==> config.mk <==
export PLATFORM = sky130hd
export DESIGN_NAME = murmur64a_stream_hash_flat
export DESIGN_NICKNAME = d
export VERILOG_FILES = /design/src/hdl/mmh64_pkg.sv /design/src/hdl/mmh64_ifs.sv /design/src/hdl/murmur64a_stream_hash.sv /design/src/hdl/mmh64_datapath.sv /design/src/hdl/mmh64_ctrl.sv /design/src/flat_wrapper.sv
export SDC_FILE = /design/constraint.sdc
export NUM_CORES = 2
export LEC_CHECK = 0
export ABC_AREA = 1
export BUFFER_PORTS_ARGS = -buffer_cell sky130_fd_sc_hd__buf_2
export CORE_MARGIN = 2
export CORE_UTILIZATION = 58
export CTS_CLUSTER_DIAMETER = 30
export DETAILED_ROUTE_END_ITERATION = 8
export PLACE_DENSITY = 0.8
export SKIP_LAST_GASP = 1
export SLEW_MARGIN = 20
export SYNTH_ARGS = -nofsm -noshare
export SYNTH_HDL_FRONTEND = slang
export SYNTH_SLANG_ARGS = --single-unit
export TNS_END_PERCENT = 100
==> constraint.sdc <==
create_clock -name clock -period 27.7 [get_ports clock]
set_clock_uncertainty 0.15 [all_clocks]
set_input_delay 4.155 -clock clock [delete_from_list [all_inputs] [get_ports clock]]
set_output_delay 4.155 -clock clock [all_outputs]
set_load 0.02 [all_outputs]
==> src/hdl/mmh64_pkg.sv <==
// ----------------------------------------------------------------------------
// mmh64_pkg
// Shared constants, types and helpers for the MurmurHash64A stream hasher.
// ----------------------------------------------------------------------------
package mmh64_pkg;

   localparam int WORD_W  = 64;
   localparam int COUNT_W = 4;
   localparam int LEN_W   = 32;
   localparam int HALF_W  = 32;

   localparam logic [WORD_W-1:0] MIX_MUL       = 64'hc6a4a7935bd1e995;
   localparam int                MIX_SHIFT     = 47;
   localparam logic [WORD_W-1:0] SEED_AT_RESET = 64'd7;
   localparam logic [COUNT_W-1:0] FULL_COUNT   = 4'd8;

   // one 32x32 partial product per cycle
   typedef enum logic [1:0] {
      MUL_NONE,
      MUL_LO,
      MUL_X1,
      MUL_X2
   } mul_op_type;

   typedef enum logic [2:0] {
      SRC_LEN,
      SRC_WORD,
      SRC_MIXK,
      SRC_HASH,
      SRC_FIN
   } src_sel_type;

   typedef enum logic [2:0] {
      H_KEEP,
      H_SEED,
      H_XK,
      H_ACC,
      H_PART
   } hash_op_type;

   typedef enum logic [1:0] {
      WORD_EMPTY,
      WORD_PART,
      WORD_FULL
   } word_kind_type;

   typedef struct packed {
      logic        capture;
      mul_op_type  mul;
      src_sel_type src;
      hash_op_type hop;
      logic        emit;
   } dp_cmd_type;

   typedef struct packed {
      logic          first;
      logic          last;
      word_kind_type kind;
      logic          rsp_busy;
   } dp_status_type;

   typedef enum logic [4:0] {
      S_IDLE,
      S_START,
      S_LEN_LO,
      S_LEN_X1,
      S_LEN_X2,
      S_SEED,
      S_K_LO,
      S_K_X1,
      S_K_X2,
      S_M_LO,
      S_M_X1,
      S_M_X2,
      S_FOLD,
      S_PART,
      S_H_LO,
      S_H_X1,
      S_H_X2,
      S_H_SET,
      S_F_LO,
      S_F_X1,
      S_F_X2,
      S_EMIT
   } ctrl_state_type;

   function automatic logic [WORD_W-1:0] xor_shift(input logic [WORD_W-1:0] x);
      return x ^ (x >> MIX_SHIFT);
   endfunction

endpackage

==> src/hdl/mmh64_ifs.sv <==
// ----------------------------------------------------------------------------
// mmh64 channel interfaces
// Valid/ready channels for message words, hash results and the seed write.
// ----------------------------------------------------------------------------
interface mmh64_req_if import mmh64_pkg::*; ();
   logic                valid;
   logic                ready;
   logic [WORD_W-1:0]   data_word;
   logic [COUNT_W-1:0]  byte_count;
   logic                first_word;
   logic                last_word;
   logic [LEN_W-1:0]    message_length;

   modport source (output valid, data_word, byte_count, first_word, last_word,
                   message_length, input ready);
   modport sink (input valid, data_word, byte_count, first_word, last_word,
                 message_length, output ready);
endinterface

interface mmh64_rsp_if import mmh64_pkg::*; ();
   logic              valid;
   logic              ready;
   logic [WORD_W-1:0] hash_value;

   modport source (output valid, hash_value, input ready);
   modport sink (input valid, hash_value, output ready);
endinterface

interface mmh64_csr_if import mmh64_pkg::*; ();
   logic              valid;
   logic              ready;
   logic [WORD_W-1:0] hash_seed;

   modport source (output valid, hash_seed, input ready);
   modport sink (input valid, hash_seed, output ready);
endinterface

==> src/hdl/murmur64a_stream_hash.sv <==
// ----------------------------------------------------------------------------
// murmur64a_stream_hash
// MurmurHash64A over a stream of little-endian 64-bit message words.
// ----------------------------------------------------------------------------
//
//  channel  dir  handshake       payload
//  req_if   in   valid / ready   data_word, byte_count, first_word,
//                                last_word, message_length
//  rsp_if   out  valid / ready   hash_value (one item per last_word)
//  csr_if   in   valid / ready   hash_seed (always ready)
//
//  One item at a time. All 64-bit products by M go through a single 32x32
//  multiplier, one partial product at a time; that multiplier sets the rate.
//  Per item: capture; on first_word, length*M folded into the seed; a full
//  word takes k*M, xor-shift, *M, fold and hash*M, a partial word a masked
//  fold and hash*M; on last_word, finalize and emit (after any rsp_if wait).
//  Synchronous reset: seed back to 7, running hash to 0, no result pending.
//  A new item is taken while a finished hash still waits on rsp_if; a second
//  hash waits in the final step until the result register is free.
//
module murmur64a_stream_hash import mmh64_pkg::*; (
   input  logic         clock,
   input  logic         reset,
   mmh64_req_if.sink    req_if,
   mmh64_rsp_if.source  rsp_if,
   mmh64_csr_if.sink    csr_if
);

   dp_cmd_type    dp_cmd;
   dp_status_type dp_status;
   logic          req_ready;

   // seed register is written whenever offered
   assign csr_if.ready = 1'b1;
   assign req_if.ready = req_ready;

   mmh64_ctrl u_ctrl (
      .clock     (clock),
      .reset     (reset),
      .req_valid (req_if.valid),
      .req_ready (req_ready),
      .status    (dp_status),
      .cmd       (dp_cmd)
   );

   mmh64_datapath u_datapath (
      .clock              (clock),
      .reset              (reset),
      .cmd                (dp_cmd),
      .status             (dp_status),
      .req_data_word      (req_if.data_word),
      .req_byte_count     (req_if.byte_count),
      .req_first_word     (req_if.first_word),
      .req_last_word      (req_if.last_word),
      .req_message_length (req_if.message_length),
      .csr_valid          (csr_if.valid),
      .csr_hash_seed      (csr_if.hash_seed),
      .rsp_valid          (rsp_if.valid),
      .rsp_ready          (rsp_if.ready),
      .rsp_hash_value     (rsp_if.hash_value)
   );

endmodule

==> src/hdl/mmh64_datapath.sv <==
// ----------------------------------------------------------------------------
// mmh64_datapath
// Item capture, shared 32x32 multiplier, running hash, seed and result regs.
// ----------------------------------------------------------------------------
module mmh64_datapath import mmh64_pkg::*; (
   input  logic                clock,
   input  logic                reset,
   input  dp_cmd_type          cmd,
   output dp_status_type       status,
   input  logic [WORD_W-1:0]   req_data_word,
   input  logic [COUNT_W-1:0]  req_byte_count,
   input  logic                req_first_word,
   input  logic                req_last_word,
   input  logic [LEN_W-1:0]    req_message_length,
   input  logic                csr_valid,
   input  logic [WORD_W-1:0]   csr_hash_seed,
   output logic                rsp_valid,
   input  logic                rsp_ready,
   output logic [WORD_W-1:0]   rsp_hash_value
);

   logic [WORD_W-1:0]  word_ff, word_in;
   logic [COUNT_W-1:0] count_ff, count_in;
   logic               first_ff, first_in;
   logic               last_ff, last_in;
   logic [LEN_W-1:0]   len_ff, len_in;
   logic [WORD_W-1:0]  opnd_ff, opnd_in;
   logic [WORD_W-1:0]  acc_ff, acc_in;
   logic [WORD_W-1:0]  hash_ff, hash_in;
   logic [WORD_W-1:0]  seed_ff, seed_in;
   logic               rsp_valid_ff, rsp_valid_in;
   logic [WORD_W-1:0]  rsp_hash_ff, rsp_hash_in;

   logic [WORD_W-1:0] src_val;
   logic [HALF_W-1:0] mul_a, mul_b;
   logic [WORD_W-1:0] prod;
   logic [WORD_W-1:0] masked_word;

   always_comb begin
      case (cmd.src)
         SRC_LEN:  src_val = {{(WORD_W-LEN_W){1'b0}}, len_ff};
         SRC_WORD: src_val = word_ff;
         SRC_MIXK: src_val = xor_shift(acc_ff);
         SRC_HASH: src_val = hash_ff;
         SRC_FIN:  src_val = xor_shift(hash_ff);
         default:  src_val = '0;
      endcase
   end

   // low 64 bits of x*M from three partial products
   always_comb begin
      case (cmd.mul)
         MUL_LO: begin
            mul_a = src_val[HALF_W-1:0];
            mul_b = MIX_MUL[HALF_W-1:0];
         end
         MUL_X1: begin
            mul_a = opnd_ff[WORD_W-1:HALF_W];
            mul_b = MIX_MUL[HALF_W-1:0];
         end
         MUL_X2: begin
            mul_a = opnd_ff[HALF_W-1:0];
            mul_b = MIX_MUL[WORD_W-1:HALF_W];
         end
         default: begin
            mul_a = '0;
            mul_b = '0;
         end
      endcase
   end

   assign prod = {{HALF_W{1'b0}}, mul_a} * {{HALF_W{1'b0}}, mul_b};

   always_comb begin
      for (int i = 0; i < 8; i++) begin
         masked_word[8*i +: 8] = (COUNT_W'(i) < count_ff) ? word_ff[8*i +: 8] : 8'h00;
      end
   end

   always_comb begin
      word_in      = word_ff;
      count_in     = count_ff;
      first_in     = first_ff;
      last_in      = last_ff;
      len_in       = len_ff;
      opnd_in      = opnd_ff;
      acc_in       = acc_ff;
      hash_in      = hash_ff;
      seed_in      = seed_ff;
      rsp_valid_in = rsp_valid_ff;
      rsp_hash_in  = rsp_hash_ff;

      if (cmd.capture) begin
         word_in  = req_data_word;
         count_in = req_byte_count;
         first_in = req_first_word;
         last_in  = req_last_word;
         len_in   = req_message_length;
      end

      case (cmd.mul)
         MUL_LO: begin
            acc_in  = prod;
            opnd_in = src_val;
         end
         MUL_X1, MUL_X2: begin
            acc_in = {acc_ff[WORD_W-1:HALF_W] + prod[HALF_W-1:0], acc_ff[HALF_W-1:0]};
         end
         default: ;
      endcase

      case (cmd.hop)
         H_SEED:  hash_in = seed_ff ^ acc_ff;
         H_XK:    hash_in = hash_ff ^ acc_ff;
         H_ACC:   hash_in = acc_ff;
         H_PART:  hash_in = hash_ff ^ masked_word;
         default: ;
      endcase

      if (rsp_valid_ff && rsp_ready) begin
         rsp_valid_in = 1'b0;
      end
      if (cmd.emit) begin
         rsp_valid_in = 1'b1;
         rsp_hash_in  = xor_shift(acc_ff);
      end

      if (csr_valid) begin
         seed_in = csr_hash_seed;
      end
   end

   always_ff @(posedge clock) begin
      if (reset) begin
         hash_ff      <= '0;
         seed_ff      <= SEED_AT_RESET;
         rsp_valid_ff <= 1'b0;
      end else begin
         hash_ff      <= hash_in;
         seed_ff      <= seed_in;
         rsp_valid_ff <= rsp_valid_in;
      end
      word_ff     <= word_in;
      count_ff    <= count_in;
      first_ff    <= first_in;
      last_ff     <= last_in;
      len_ff      <= len_in;
      opnd_ff     <= opnd_in;
      acc_ff      <= acc_in;
      rsp_hash_ff <= rsp_hash_in;
   end

   always_comb begin
      status.first    = first_ff;
      status.last     = last_ff;
      status.rsp_busy = rsp_valid_ff && !rsp_ready;
      if (count_ff >= FULL_COUNT) begin
         status.kind = WORD_FULL;
      end else if (count_ff == '0) begin
         status.kind = WORD_EMPTY;
      end else begin
         status.kind = WORD_PART;
      end
   end

   assign rsp_valid      = rsp_valid_ff;
   assign rsp_hash_value = rsp_hash_ff;

endmodule

==> src/hdl/mmh64_ctrl.sv <==
// ----------------------------------------------------------------------------
// mmh64_ctrl
// Datapath sequencer: one micro-step per cycle save for idle and emit waits.
// ----------------------------------------------------------------------------
module mmh64_ctrl import mmh64_pkg::*; (
   input  logic          clock,
   input  logic          reset,
   input  logic          req_valid,
   output logic          req_ready,
   input  dp_status_type status,
   output dp_cmd_type    cmd
);

   ctrl_state_type state_ff, state_in;

   function automatic ctrl_state_type word_dispatch(input dp_status_type st);
      ctrl_state_type nxt;
      case (st.kind)
         WORD_FULL: nxt = S_K_LO;
         WORD_PART: nxt = S_PART;
         default:   nxt = st.last ? S_F_LO : S_IDLE;
      endcase
      return nxt;
   endfunction

   always_ff @(posedge clock) begin
      if (reset) begin
         state_ff <= S_IDLE;
      end else begin
         state_ff <= state_in;
      end
   end

   always_comb begin
      state_in    = state_ff;
      req_ready   = 1'b0;
      cmd.capture = 1'b0;
      cmd.mul     = MUL_NONE;
      cmd.src     = SRC_LEN;
      cmd.hop     = H_KEEP;
      cmd.emit    = 1'b0;

      unique case (state_ff)
         S_IDLE: begin
            req_ready   = 1'b1;
            cmd.capture = req_valid;
            if (req_valid) begin
               state_in = S_START;
            end
         end
         S_START: begin
            state_in = status.first ? S_LEN_LO : word_dispatch(status);
         end
         S_LEN_LO: begin
            cmd.mul  = MUL_LO;
            cmd.src  = SRC_LEN;
            state_in = S_LEN_X1;
         end
         S_LEN_X1: begin
            cmd.mul  = MUL_X1;
            state_in = S_LEN_X2;
         end
         S_LEN_X2: begin
            cmd.mul  = MUL_X2;
            state_in = S_SEED;
         end
         S_SEED: begin
            cmd.hop  = H_SEED;
            state_in = word_dispatch(status);
         end
         S_K_LO: begin
            cmd.mul  = MUL_LO;
            cmd.src  = SRC_WORD;
            state_in = S_K_X1;
         end
         S_K_X1: begin
            cmd.mul  = MUL_X1;
            state_in = S_K_X2;
         end
         S_K_X2: begin
            cmd.mul  = MUL_X2;
            state_in = S_M_LO;
         end
         S_M_LO: begin
            cmd.mul  = MUL_LO;
            cmd.src  = SRC_MIXK;
            state_in = S_M_X1;
         end
         S_M_X1: begin
            cmd.mul  = MUL_X1;
            state_in = S_M_X2;
         end
         S_M_X2: begin
            cmd.mul  = MUL_X2;
            state_in = S_FOLD;
         end
         S_FOLD: begin
            cmd.hop  = H_XK;
            state_in = S_H_LO;
         end
         S_PART: begin
            cmd.hop  = H_PART;
            state_in = S_H_LO;
         end
         S_H_LO: begin
            cmd.mul  = MUL_LO;
            cmd.src  = SRC_HASH;
            state_in = S_H_X1;
         end
         S_H_X1: begin
            cmd.mul  = MUL_X1;
            state_in = S_H_X2;
         end
         S_H_X2: begin
            cmd.mul  = MUL_X2;
            state_in = S_H_SET;
         end
         S_H_SET: begin
            cmd.hop  = H_ACC;
            state_in = status.last ? S_F_LO : S_IDLE;
         end
         S_F_LO: begin
            cmd.mul  = MUL_LO;
            cmd.src  = SRC_FIN;
            state_in = S_F_X1;
         end
         S_F_X1: begin
            cmd.mul  = MUL_X1;
            state_in = S_F_X2;
         end
         S_F_X2: begin
            cmd.mul  = MUL_X2;
            state_in = S_EMIT;
         end
         S_EMIT: begin
            // hold the finished hash until the result register frees up
            if (!status.rsp_busy) begin
               cmd.emit = 1'b1;
               state_in = S_IDLE;
            end
         end
         default: begin
            state_in = S_IDLE;
         end
      endcase
   end

endmodule

==> src/flat_wrapper.sv <==
// flat-port wrapper written by rule: the top's interface ports become plain ports
module murmur64a_stream_hash_flat import mmh64_pkg::*;
  (clock, reset, req_if_valid, req_if_data_word, req_if_byte_count, req_if_first_word, req_if_last_word, req_if_message_length, req_if_ready, rsp_if_valid, rsp_if_hash_value, rsp_if_ready, csr_if_valid, csr_if_hash_seed, csr_if_ready);
  mmh64_req_if req_if_i ();
  mmh64_rsp_if rsp_if_i ();
  mmh64_csr_if csr_if_i ();
  input  logic clock;
  input  logic reset;
  input wire logic [$bits(req_if_i.valid)-1:0] req_if_valid;
  input wire logic [$bits(req_if_i.data_word)-1:0] req_if_data_word;
  input wire logic [$bits(req_if_i.byte_count)-1:0] req_if_byte_count;
  input wire logic [$bits(req_if_i.first_word)-1:0] req_if_first_word;
  input wire logic [$bits(req_if_i.last_word)-1:0] req_if_last_word;
  input wire logic [$bits(req_if_i.message_length)-1:0] req_if_message_length;
  output wire logic [$bits(req_if_i.ready)-1:0] req_if_ready;
  output wire logic [$bits(rsp_if_i.valid)-1:0] rsp_if_valid;
  output wire logic [$bits(rsp_if_i.hash_value)-1:0] rsp_if_hash_value;
  input wire logic [$bits(rsp_if_i.ready)-1:0] rsp_if_ready;
  input wire logic [$bits(csr_if_i.valid)-1:0] csr_if_valid;
  input wire logic [$bits(csr_if_i.hash_seed)-1:0] csr_if_hash_seed;
  output wire logic [$bits(csr_if_i.ready)-1:0] csr_if_ready;
  assign req_if_i.valid = req_if_valid;
  assign req_if_i.data_word = req_if_data_word;
  assign req_if_i.byte_count = req_if_byte_count;
  assign req_if_i.first_word = req_if_first_word;
  assign req_if_i.last_word = req_if_last_word;
  assign req_if_i.message_length = req_if_message_length;
  assign req_if_ready = req_if_i.ready;
  assign rsp_if_valid = rsp_if_i.valid;
  assign rsp_if_hash_value = rsp_if_i.hash_value;
  assign rsp_if_i.ready = rsp_if_ready;
  assign csr_if_i.valid = csr_if_valid;
  assign csr_if_i.hash_seed = csr_if_hash_seed;
  assign csr_if_ready = csr_if_i.ready;
  murmur64a_stream_hash u_core (.clock(clock), .reset(reset), .req_if(req_if_i), .rsp_if(rsp_if_i), .csr_if(csr_if_i));
endmodule
-- Word level (Yosys, flattened, before mapping)
Index checks and enable logic that the tools add are counted.
- bits in read-only memories: 0
- latch bits: 0
- memories: 0
- register bits after elaboration: 428
- RAM bits: 0
- add/sub/neg operators: 1
- bitwise gates (word level): 6
- shift operators: 0
- div/mod/pow operators: 0
- muxes and demuxes: 30
- equality and inequality tests: 36
- reductions and logical operators: 17
- magnitude comparators: 9
- $mul: 1
- operators with widths (cell ; number):
    $pmux 64 s5 ; 1
    $pmux 64 s4 ; 1
    $xor 64x64->64 ; 3
    $pmux 64 s2 ; 1
    $xor 64x17->64 ; 2
    $pmux 5 s21 ; 1
    $pmux 32 s3 ; 1
    $mul 32x32->64 ; 1
    $mux 8 ; 8
    $pmux 32 s2 ; 1
    $eq 5x4->1 const B ; 8
    $add 32x32->32 ; 1
    $eq 5x5->1 const B ; 6
    $pmux 3 s4 ; 2
    $eq 5x3->1 const B ; 4
    $mux 5 ; 4
    $lt 3x4->1 const A ; 4
    $reduce_or 5->1 ; 3
    $eq 3x2->1 const B ; 4
    $eq 5x2->1 const B ; 2
    $pmux 5 s2 ; 1
    $lt 1x4->1 const A ; 2
    $lt 2x4->1 const A ; 2
    $mux 1 ; 7
    other kinds (19) ; 30

-- Logic depth before layout (Yosys ltp)
- depth in word-level cells: 9
- depth in mapped cells: 53
- depth with buffers taken out: 50

-- Cells and area by module
Synthesis repeated with hierarchy kept, for this count alone.
- cells, all modules: 5335
- area total of the unflattened synthesis: 47244.1 µm²
- modules (own cells, without submodules) (module ; sequential area each (µm²) ; area an instance (µm²) ; cells each ; instances):
    mmh64_datapath ; 11410.9 ; 46612.2 ; 5215 ; 1
    mmh64_ctrl ; 100.1 ; 620.6 ; 118 ; 1
    murmur64a_stream_hash ; 0.0 ; 11.3 ; 2 ; 1

-- Worst setup path before layout
Ideal clock, no wire load.
- path type: reg2reg
- start: register u_core.u_ctrl.state_ff[3]
- end: register u_core.u_datapath.acc_ff[63] (data pin)
- arrival time: 11.598 ns
- slack: 15.699 ns
- data required time: 27.296 ns
- clock period less this slack: 12.001 ns
- cell stages (with the launch flop): 49
- cells stage by stage: dfxtp_1 inv_2 nand2_1 nor2_2 nand2_1 o21ai_0 a211oi_1 nand2_1 inv_2 buf_2 ha_1 buf_1 buf_1 nand2_1 nand2_1 nand2_1 nor2_1 inv_1 (+13 left out) nor2_1 nand2_1 nor3_1 nand2_1 nand3_1 xor2_1 inv_1 ha_1 nand2_1 inv_1 nand3_1 inv_1 a211oi_1 nand3_1 inv_1 nand2_1 nand3_1 nand2_1
- word-level cells in the longest chain between the ends: 9
- elaborated cells between the ends (all ways): 36
- classes of those cells: add/sub (1); mul (1); eq/ne (22); mux (6); reduce/logical (6)
- ends and longest elaborated chain (element ; RTL line ; source):
    from (decl) ; mmh64_ctrl.sv:14 ; ctrl_state_type state_ff, state_in;
    from (signal assigned) ; mmh64_ctrl.sv:30 ; state_ff <= state_in;
    $eq 5x5->1 (tied with other cells) ; mmh64_ctrl.sv:43 ; unique case (state_ff)
    $reduce_or 5->1 (no line) ; - ;
    $pmux 2 s3 ; mmh64_ctrl.sv:43 ;
    $eq 2x1->1 / $eq 2x2->1 (equally long branches) ; mmh64_datapath.sv:52, mmh64_datapath.sv:101 ;
    $reduce_or 2->1 (no line) ; - ;
    $pmux 32 s2 ; mmh64_datapath.sv:52 ; case (cmd.mul)
    $mul 32x32->64 ; mmh64_datapath.sv:72 ; assign prod = {{HALF_W{1'b0}}, mul_a} * {{HALF_W{1'b0}}, mul_b};
    $add 32x32->32 ; mmh64_datapath.sv:107 ; acc_in = {acc_ff[WORD_W-1:HALF_W] + prod[HALF_W-1:0], acc_ff[HALF_W-1:0]};
    $pmux 64 s2 (*) ; mmh64_datapath.sv:101 ; case (cmd.mul)
    net u_core.u_datapath.acc_in[63] ; mmh64_datapath.sv:28 ; logic [WORD_W-1:0] acc_ff, acc_in;
    to (signal assigned) ; mmh64_datapath.sv:149 ; acc_ff <= acc_in;
    to (decl) ; mmh64_datapath.sv:28 ;
Mark *: on every way through the listed nets, which the timed path passes. The rest lies on a longest branch. The select of a mux whose other input is x is not followed.
A chain may end at the register's enable or synchronous reset.

-- Worst setup path in the final report
Same ends and word-level chain as after synthesis.

==> flow_metrics.tcl <==
set metrics [dict create \
    status "completed" \
    final.setup.tns_ns 0 \
    synth-compound-area-share_pct 10.1 \
    vias 40500 \
    path_clk_slew_ns 0.05 \
    required_ns 27.89 \
    hold_buffers 0 \
    synth_top_cell_by_area "fa_1" \
    clock_sinks 428 \
    hold_viol_final 0 \
    placed_cell_area_um2 49800 \
    path_delay_family "adder cells" \
    die_area_um2 84100 \
    start_util_pct 58.7 \
    synth_warnings 0 \
    grt_max_degree 89 \
    drive_gt1_share_pct 9.22 \
    synth_area_per_cell_um2 8.80 \
    fin_area_um2 52600 \
    setup_violations 0 \
    die_y_um 290 \
    syn_area_um2 47400 \
    place_congestion 1.09 \
    netlist.area_leader.share_pct 28.1 \
    cts_root_buffer "clkbuf_16" \
    synthAdderAreaFrac_pct 38.7 \
    tightest_slew_ns 1.10 \
    die_w_um 290 \
    syn-instance-count 5388 \
    place_hpwl_mm 136 \
    post_cts_resized 0 \
    synth_nets 6627 \
    dr.pass1.iters 9 \
    register_area_um2 11500 \
    hold_ws_ns 0.324 \
    nets 6860 \
    synth-xor-area-share_pct 1.51 \
    critPathCaptureType "flop" \
    instances_no_fill 6750 \
    multi_input_area_um2 30400 \
    cp_max_fo 76 \
    grt_pass1_vias 40500 \
    cp.arrival_ns 13.93 \
    cts_tree "done" \
    fp-row-count 104 \
    antenna_found_initial 6 \
    postCtsSetupBuffers 0 \
    ys_seq_area_share_pct 24.3 \
    yosysMostFrequentCell "inv_1" \
    startpoint_type "flop" \
    synth.mux.area_fraction_pct 0 \
    synthToLayoutAreaGrowth_pct 11.0 \
    min_period_ns 13.74 \
    max_clock_freq_mhz 72.8 \
    clk_latency_ns 0.64 \
    max-cap-violations 0 \
    maxSlewViolCount 0 \
    cpMaxStageDelayCell "buf_4" \
    startpoint "u_core.u_ctrl.state_ff[3]" \
    worstSetupPathType "flop to flop" \
    ys.flop_type "edfxtp_1" \
    hold_path.class "flop to flop" \
    cts_inserted_buffers 76 \
    place_inst 6603 \
    synth_top_cells_by_count "1,310 x inv_1, 745 x nand2_1, 666 x fa_1, 402 x ha_1, 381 x nor2_1" \
    synth_cell_types 53 \
    clk_path_buf_depth 3 \
    overflow 0 \
    htreeDepth 3 \
    track_usage_pct 40.6 \
    min_from "u_core.u_datapath.seed_ff[16]" \
    slew_headroom_pct 26.4 \
    synth_top_family_by_area "adder cells" \
    synth-edff-count 294 \
    yosys.area_share.simple_pct 13.6 \
    synth-seq-cells 428 \
    wl_mm 169 \
    io_buffers 236 \
    ant_nets 0 \
    drc 0 \
    synthArstFlopShare_pct 0 \
    rsz0062_at_grt "no" \
    via_per_inst 6.00 \
    n_fill_cell 6557 \
    netlist_top_cells_area "fa_1 28%, edfxtp_1 19%, ha_1 11%, inv_1 10%, nand2_1 5.9%" \
    cpPeakStageDelay_ns 0.85 \
    grt_pass1_wl_mm 253 \
    crit_top_cell "fa_1" \
    core_um2 80800 \
    crit_buf_inv 10 \
    dr.first_iter.drc_count 5637 \
    worst_r2r_startpoint "u_core.u_ctrl.state_ff[3]" \
    wl_per_cell_um 25.1 \
    period_share_pct 49.6 \
    ios 238 \
]
## cells by family (layout without fill, tap and decap cells)
group | count (synthesis) | in the layout
AND/OR/NAND/NOR | 1526 | 1526
buffers and inverters | 1468 | 1765
adder cells (fa/ha/maj) | 1068 | 1068
AO/OA/AOI/OAI | 815 | 815
flip-flops | 428 | 428
XOR/XNOR | 82 | 82
other | 1 | 6
## registers in the layout, indices dropped and copies added, names as in the netlist
name / count
u_core.u_datapath.acc_ff: 64
u_core.u_datapath.hash_ff: 64
u_core.u_datapath.opnd_ff: 64
u_core.u_datapath.rsp_hash_value: 64
u_core.u_datapath.seed_ff: 64
u_core.u_datapath.word_ff: 64
u_core.u_datapath.len_ff: 32
u_core.u_ctrl.state_ff: 5
u_core.u_datapath.count_ff: 4
u_core.u_datapath.first_ff: 1
u_core.u_datapath.last_ff: 1
u_core.u_datapath.rsp_valid: 1
## per-layer routing
layer  routed length (um)  global-route usage [%]
met5                   13                   0.170
met4                11300                    21.1
met3                23400                    11.7
met2                71300                    58.8
met1                63200                    55.7
## worst register-to-register path, delay by kind of cell, from the launching register on
kind,cells,cell delay (ns)
and+or+nand+nor,14,2.46
adders and majority gates,11,5.57
xor gates and xnor gates,1,0.58
buffers and inverters,10,2.60
DFF,1,0.48
AOI/OAI and AO/OA,6,1.62
## area by class of cell
class | count | area share, %
Multi-Input combinational cell | 3492 | 57.7
Sequential cell | 428 | 21.9
Inverter | 1337 | 9.54
Clock buffer | 86 | 3.82
Timing Repair Buffer | 286 | 2.96
Tap cell | 1060 | 2.52
Clock inverter | 56 | 1.56
Antenna cell | 5 | 0.0238
## per-stage QoR
stage          utilization, %  setup slack, ns
2_1_floorplan               -            15.70
5_1_grt                  65.1            13.51
6_report                 65.1            13.96
4_1_cts                  65.1            14.34
3_3_place_gp             61.6            14.45
3_5_place_dp             61.6            14.45
## cell usage in the layout, fill, tap and decap left out, drive strengths merged, types with 39 or more instances in the layout
cell,n
inv,1351
nand2,758
fa,666
nor2,415
ha,402
o21ai,322
edfxtp,294
buf,286
nand3,280
a21oi,240
dfxtp,134
clkbuf,86
xor2,62
o211ai,51
o22ai,39
## worst paths after layout
path	endpoint	slack, ns	cells after the start
max reg2reg	u_core.u_datapath.acc_ff[63]	13.96	42
min	u_core.u_datapath.seed_ff[16]	0.32	2
max	u_core.u_datapath.acc_ff[63]	13.96	42
min reg2reg	u_core.u_datapath.seed_ff[16]	0.32	2
Power is left out: the tool's default activity adds up to more than one toggle a clock period on the data nets, which glitch-free logic cannot reach.
